`src/hw/rtl/wgm_div3.sv`:
```
`default_nettype none

// Stages 4..10: trace, pair sums, and trace/3 truncated toward zero.
// |trace| mod 3 comes from a base-4 digit sum; the exact quotient of the
// remaining multiple of 3 is a multiply by the inverse of 3 mod 2^MW,
// built as a shift-add doubling chain.
module wgm_div3 #(
	parameter int GRAD_WIDTH = 16
) (
	input  logic                              clk,
	input  logic                              arst_n,
	input  logic                              en,
	input  logic                              in_valid,
	input  logic signed [2*GRAD_WIDTH+1:0]    h [3][3],
	output logic                              out_valid,
	output logic [2*GRAD_WIDTH+2:0]           q,
	output logic                              neg,
	output logic signed [2*GRAD_WIDTH+1:0]    hd [3],
	output logic signed [2*GRAD_WIDTH+2:0]    ps [3]
);

	localparam int HW     = 2 * GRAD_WIDTH + 2;
	localparam int PW     = 2 * GRAD_WIDTH + 3;
	localparam int TW     = 2 * GRAD_WIDTH + 4;
	localparam int MW     = TW - 1;
	localparam int ND     = (MW + 1) / 2;
	localparam int DSUM_W = 8;

	function automatic logic [1:0] mod3_small(input logic [DSUM_W-1:0] v);
		logic [3:0] a;
		logic [2:0] b;
		a = 4'(v[1:0]) + 4'(v[3:2]) + 4'(v[5:4]) + 4'(v[7:6]);
		b = 3'(a[1:0]) + 3'(a[3:2]);
		if (b >= 3'd3) b = b - 3'd3;
		if (b >= 3'd3) b = b - 3'd3;
		return b[1:0];
	endfunction

	logic [10:4] v_s;
	logic signed [TW-1:0] tr_s4;
	logic signed [HW-1:0] hd_s [4:10][3];
	logic signed [PW-1:0] ps_s [4:10][3];
	logic                 neg_s [5:10];
	logic [MW-1:0]        tmag_s5, tmag_s6;
	logic [DSUM_W-1:0]    dsum_s6;
	logic [MW-1:0]        y_s7, y_s8, y_s9;
	logic [MW-1:0]        a_s8, a_s9, q_s10;

	logic [DSUM_W-1:0] dsum_c;
	logic [2*ND-1:0]   tpad;
	logic [MW-1:0]     b_c, c_c, e_c;
	logic signed [TW-1:0] tneg_c;

	always_comb begin
		tpad   = (2*ND)'(tmag_s5);
		dsum_c = '0;
		for (int k = 0; k < ND; k++) begin
			dsum_c = dsum_c + DSUM_W'(tpad[2*k +: 2]);
		end
		tneg_c = -tr_s4;
		b_c    = y_s7 + (y_s7 << 2);
		c_c    = a_s8 + (a_s8 << 8);
		e_c    = a_s9 + (a_s9 << 32);
	end

	always_ff @(posedge clk or negedge arst_n) begin
		if (!arst_n) begin
			v_s <= '0;
		end else if (en) begin
			v_s <= {v_s[9:4], in_valid};
		end
	end

	always_ff @(posedge clk) begin
		if (en) begin
			tr_s4 <= TW'(h[0][0]) + TW'(h[1][1]) + TW'(h[2][2]);
			for (int i = 0; i < 3; i++) begin
				hd_s[4][i] <= h[i][i];
			end
			ps_s[4][0] <= PW'(h[0][1]) + PW'(h[1][0]);
			ps_s[4][1] <= PW'(h[0][2]) + PW'(h[2][0]);
			ps_s[4][2] <= PW'(h[1][2]) + PW'(h[2][1]);
			for (int s = 5; s <= 10; s++) begin
				hd_s[s] <= hd_s[s-1];
				ps_s[s] <= ps_s[s-1];
			end

			neg_s[5] <= tr_s4[TW-1];
			for (int s = 6; s <= 10; s++) begin
				neg_s[s] <= neg_s[s-1];
			end
			tmag_s5 <= tr_s4[TW-1] ? tneg_c[MW-1:0] : tr_s4[MW-1:0];

			tmag_s6 <= tmag_s5;
			dsum_s6 <= dsum_c;

			// drop the remainder so the quotient is exact
			y_s7 <= tmag_s6 - MW'(mod3_small(dsum_s6));
			y_s8 <= y_s7;
			y_s9 <= y_s8;

			a_s8  <= b_c + (b_c << 4);
			a_s9  <= c_c + (c_c << 16);
			q_s10 <= y_s9 + (e_c << 1);
		end
	end

	assign out_valid = v_s[10];
	assign q         = q_s10;
	assign neg       = neg_s[10];
	assign hd        = hd_s[10];
	assign ps        = ps_s[10];

endmodule

`default_nettype wire

```
`config.mk`:
```
export PLATFORM = sky130hd
export DESIGN_NAME = wgm_div3
export DESIGN_NICKNAME = d
export VERILOG_FILES = /design/src/hw/rtl/wgm_div3.sv
export SDC_FILE = /design/constraint.sdc
export NUM_CORES = 2
export LEC_CHECK = 0
export ABC_AREA = 1
export BUFFER_PORTS_ARGS = -buffer_cell sky130_fd_sc_hd__buf_2
export CORE_AREA = 2 2 349 351
export CTS_BUF_LIST = sky130_fd_sc_hd__clkbuf_8
export DETAILED_ROUTE_END_ITERATION = 16
export DIE_AREA = 0 0 351 353
export PLACE_DENSITY = 0.78
export SYNTH_ARGS = -nofsm -noshare
export SYNTH_HDL_FRONTEND = slang
export SYNTH_SLANG_ARGS = --single-unit
```
`constraint.sdc`:
```
create_clock -name clk -period 6 [get_ports clk]
set_input_delay 0.3 -clock clk [delete_from_list [all_inputs] [get_ports clk]]
set_output_delay 0.3 -clock clk [all_outputs]
set_load 0.02 [all_outputs]
```
# Word-level counts from Yosys, hierarchy flattened
# Memories as Yosys holds them, arrays and structs flattened.
# Cells that the tools add are included.
[op_classes]
addsub = 36
order_cmp = 2
n_mux = 7
[op_table]
columns = ["operator", "count"]
rows = [
  ["adder 34 bit", 5],
  ["adder 34 x 34 -> 35 bit", 4],
  ["adder 8 x 2 -> 8 bit", 10],
  ["adder 35 x 34 -> 36 bit", 1],
  ["adder 35 bit", 1],
  ["two-way mux 35 bit", 1],
  ["negation 35 bit", 1],
  ["subtractor 35 x 2 -> 35 bit", 1],
  ["adder 2 x 2 -> 3 bit", 3],
  ["adder 3 x 2 -> 4 bit", 2],
  ["adder 7 x 2 -> 8 bit", 1],
  ["adder 8 x 1 -> 8 bit", 1],
  ["adder 6 x 2 -> 7 bit", 1],
  ["adder 5 x 2 -> 6 bit", 1],
  ["greater-or-equal comparator 3 x 2 -> 1 bit, second input constant", 2],
  ["two-way mux 3 bit", 2],
  ["adder 4 x 2 -> 5 bit", 1],
  ["adder 4 x 2 -> 4 bit", 1],
  ["two-way mux 2 bit", 2],
  ["subtractor 3 x 2 -> 3 bit, second input constant", 1],
  ["two-way mux 1 bit", 2],
  ["subtractor 2 bit, second input constant", 1],
]
[totals]
register_bits = 329
mem_bits_rw = 1455
inputBits = 310
wordCells = 59
n_memories = 3
[mem_list]
columns = ["name", "depth", "word_bits", "rd", "rd_clocked_by_memory_dff", "write_ports", "line", "rtl"]
rows = [
  ["ps_s", 7, 105, 7, 0, 7, "42", "logic signed [PW-1:0] ps_s [4:10][3];"],
  ["hd_s", 7, 102, 7, 0, 7, "41", "logic signed [HW-1:0] hd_s [4:10][3];"],
  ["neg_s", 6, 1, 6, 0, 6, "43", "logic neg_s [5:10];"],
]

# Depth between registers and ports, before layout
[depth]
word_depth = 17
ltp_mapped = 24
ltp_nobuf = 24

# Least setup slack after synthesis
# OpenSTA, ideal clock, no wires.
[synth_timing]
kind = "flip-flop to flip-flop"
start = "register dsum_s6[1]"
end = "register y_s7[29] (data pin)"
setup_ps = 258
arrival_ps = 4663
required_time_ps = 5742
path_slack_ps = 1079
stages_incl_launch_ff = 21
period_less_slack_ps = 4921
path_cell_list = "edfxtp_1 -> fa_1 -> ha_1 -> ha_1 -> fa_1 -> ha_1 -> fa_1 -> ha_1 -> a211o_1 -> mux2i_1 -> xor2_1 -> ha_1 -> nand2_1 -> nand2_1 -> nor3_4 -> nand2_2 -> nor2_4 -> nand2_2 -> nor2_2 -> nand4_1 -> xnor2_1"
[synth_via]
elab_chain_len = 11
[synth_lines]
columns = ["element", "line", "rtl"]
rows = [
  ["start, declared", "45", "logic [DSUM_W-1:0] dsum_s6;"],
  ["start signal, assigned", "95", "dsum_s6 <= dsum_c;"],
  ["adder 2 x 2 -> 3 bit *", "32", "a = 4'(v[1:0]) + 4'(v[3:2]) + 4'(v[5:4]) + 4'(v[7:6]);"],
  ["adder 3 x 2 -> 4 bit *", "32", ""],
  ["adder 4 x 2 -> 4 bit *", "32", ""],
  ["adder 2 x 2 -> 3 bit *", "33", "b = 3'(a[1:0]) + 3'(a[3:2]);"],
  ["subtractor 3 x 2 -> 3 bit or greater-or-equal comparator 3 x 2 -> 1 bit (tied branches)", "34", "if (b >= 3'd3) b = b - 3'd3;"],
  ["two-way mux 3 bit *", "34", ""],
  ["two-way mux 3 bit *", "75", "if (en) begin"],
  ["greater-or-equal comparator 3 x 2 -> 1 bit or subtractor 2 bit (tied branches)", "35", "if (b >= 3'd3) b = b - 3'd3;"],
  ["two-way mux 2 bit *", "35", ""],
  ["two-way mux 2 bit *", "75", ""],
  ["subtractor 35 x 2 -> 35 bit *", "98", "y_s7 <= tmag_s6 - MW'(mod3_small(dsum_s6));"],
  ["end signal, assigned", "98", ""],
  ["end, declared", "46", "logic [MW-1:0] y_s7, y_s8, y_s9;"],
]
# Mark *: on every way between the ends. The rest lies on a longest branch, timed or not. The select of a mux whose other input is x is not followed.
# A chain may end at the register's enable or synchronous reset.

# Final worst setup path
[layout_timing]
start = "register dsum_s6[1]"
end = "register y_s7[30] (data pin)"
# The elaborated chain is that of the path after synthesis.

==> results.ini <==
[routing]
drc=0
first_pass_iters=6
via_count=42751
vias_per_cell=5.33
totalWireLength_um=157000
antenna_left=0
wl_per_cell_um=19.6
drt-initial-drc-count=3565

[clocking]
post-cts-setup-buffer-count=0
clk_pin_slew_ns=0.07
cts_max_level=5
cts_buffers=290
cts.sinks=1779
tritoncts=built
clk_latency_ns=1.01
root_buffer=clkbuf_8
cts.path.max_buffers=4

[die]
dieArea_um2=124000
dieWidth_um=351
io-pin-count=554
core_um2=121000
row_count=128
die_h_um=353
initial_core_util=0.612

[yosys]
syn_area_um2=73800
ys_ff_latch=1779
synth_nets=5842
synth.distinct_cells=48
seq_area_frac_synth=0.723
synth-main-ff-cell=edfxtp_1
yosysWarnings=0
syn_area_per_cell_um2=14.3
syn-instance-count=5165
async_reset_ff_frac=0.00393
synth_edf_count=1772

[global_route]
grt_pass1_wl_um=239000
grt_antenna_before_repair=8
grt.total_usage=0.256
grtUsageMet3=0.0673
grt_max_degree=216
first_global_vias=43609
overflow=0
gr-usage-met1=0.319
busiest_layer=met2
grtUsageMet2=0.423

[min_path]
hold_path_class=in -> reg

[worst_setup_path]
path_class=reg -> reg
cpMaxStageDelayCell=fa_1
worstPathMaxFanout=4
critical_path.max_stage_delay_ns=0.51
path_buf_inv=2
critical-path-top-delay-family=adder cells
cp.arrival_ns=5.95
end_kind=register
crit_chain=fa_1 > ha_1 > ha_1 > fa_1 > ha_1 > fa_1 > ha_1 > a211o_1 > nand2_1 > xor2_1 > inv_1 > ha_1 > inv_1 > fa_1 > nor2_2 > nand2_2 > nor2_4 > nand2_2 > nor3_4 > nand2_2 > nor2_2 > xor2_1
cp_common_cell=ha_1
crit_required_ns=6.68
start_kind=register

[timing]
setup_violations=0
tns_ns=0
slew_headroom=0.226
clock.fmax_mhz=190
whs_ns=0.0854
final_hold_viol_count=0
tightest_slew_ns=1.16
min_period_ns=5.27
rsz0062_at_grt=false
slew_viol_final=0
fin_skew_ns=0.0809
period_share=0.879

[power_and_ir_drop]
switching_share=0.364
p_sw_uw=16100
seqPwrFrac=0.390
p_int_uw=28100
ir_drop_uv=1520
power_density_nw_per_um2=514
p_comb_frac=0.399
clkPwrFrac=0.211
p_leak_uw=0.0336

[layout]
final_core_util=0.714
fill_cells=7695
fin_cells=8017
layout_commonest_cell=edfxtp_1
syn_to_final_growth_pct=16.7
final_cell_mix=1,772 x edfxtp_1, 805 x nand2_1, 552 x buf_2, 439 x inv_1, 396 x nor2_1
layout.nets=6866
drive_gt1_frac=0.150

[job]
maxCapViolCount=0

[place]
io_buffer_count=553
dp_hpwl_um=108000
dpl.cell_count=7149
place.gp.congestion=0.954

[status]
status=finished clean

worst register-to-register path, stage by stage (launching register included):
cell	delay (ns)
edfxtp_1	0.40
fa_1	0.49
ha_1	0.31
ha_1	0.21
fa_1	0.43
ha_1	0.20
fa_1	0.51
ha_1	0.23
a211o_1	0.30
nand2_1	0.08
xor2_1	0.07
inv_1	0.06
ha_1	0.13
inv_1	0.05
fa_1	0.44
nor2_2	0.20
nand2_2	0.13
nor2_4	0.14
nand2_2	0.09
nor3_4	0.24
nand2_2	0.11
nor2_2	0.11
xor2_1	0.07
power by group through the flow:
stage	Clock, uW	Sequential (uW)	Combinational [uW]
after CTS	9500	17300	17700
after floorplan	0	17300	12700
after global placement	0	17400	16900
final	9340	17300	17600
after detailed placement	0	17500	17300
after global routing	10100	17400	20000
cell usage after synthesis, types with 17 or more instances:
cell	number	share of area
a21oi_1	324	0.022
a21o_1	17	0.0017
nand3_1	139	0.0094
buf_4	207	0.021
xnor2_1	94	0.011
o21bai_1	37	0.0038
nor3_1	73	0.0050
nand4_1	29	0.0025
nor2_1	396	0.020
fa_1	76	0.021
o21ai_1	27	0.0018
xor2_1	187	0.022
edfxtp_1	1772	0.72
nand2_1	805	0.041
a21boi_0	18	0.0018
o21a_1	31	0.0032
inv_1	373	0.019
ha_1	291	0.049
o21ai_0	157	0.011
cells by family (layout without fill, tap and decap cells):
family / after synthesis / in the layout / synth area share
DFF: 1779 / 1779 / 0.723
and+or+nand+nor: 1486 / 1486 / 0.0825
AOI/OAI and AO/OA: 664 / 664 / 0.0503
buffers and inverters: 586 / 1806 / 0.0403
adders and majority gates: 367 / 367 / 0.0699
xor gates and xnor gates: 281 / 281 / 0.0333
muxes: 2 / 2 / 0.000288
other: 0 / 7 / 0
what timing repair did:
item | CTS | global route
hold buffers | 373 | 0
gates resized for setup | 0 | 0
hold endpoints to repair | 340 | 0
per-layer routing:
| metal | wire [um] | share of wire |
|---|---|---|
| met4 | 6330 | 0.040 |
| met3 | 11800 | 0.075 |
| met1 | 61700 | 0.39 |
| met2 | 77400 | 0.49 |
| met5 | 34 | 0.00022 |
metrics by stage:
step	setup WS, ns	power, uW	area [um^2]
finish	0.726	44200	86100
global route	0.442	47500	86100
CTS	0.701	44400	86100
detailed placement	0.701	34800	77300
global placement	0.826	34300	77300
floorplan	1.08	30000	73800
final timing paths:
| kind | startpoint | end | slack, ns | depth (start not counted) |
|---|---|---|---|---|
| worst min-delay path | h[10] | hd_s[1][10]$_DFFE_PP_ | 0.09 | 2 |
| max in group asynchronous | arst_n | v_s[7]$_DFFE_PN0P_ | 5.48 | 3 |
| worst min register to register | hd_s[2][183]$_DFFE_PP_ | hd_s[2][285]$_DFFE_PP_ | 0.38 | 0 |
| worst max-delay path | dsum_s6[1]$_DFFE_PP_ | y_s7[30]$_DFFE_PP_ | 0.73 | 22 |
| worst max register to register | dsum_s6[1]$_DFFE_PP_ | y_s7[30]$_DFFE_PP_ | 0.73 | 22 |
| min in group asynchronous | arst_n | v_s[4]$_DFFE_PN0P_ | 0.27 | 3 |
cell type report:
class                   count  area [um^2]  area share
clock inverters           186          893      0.0104
repair buffers            944         6760      0.0786
multi-input cells        2800        17400       0.203
well taps                1625         2030      0.0236
clock buffers             302         4160      0.0483
flip-flops and latches   1779        53400       0.620
inverters                 374         1400      0.0163
diodes                      7         17.5    0.000203
registers in the layout, indices dropped and copies added, names as in the netlist:
name,flops
y_s9,35
y_s7,35
ps_s,735
y_s8,35
hd_s,714
tmag_s5,35
a_s8,32
q,35
tmag_s6,35
tr_s4,36
neg_s,6
v_s,7
dsum_s6,7
a_s9,32
Note: power is estimated with default switching activity, not from simulation.
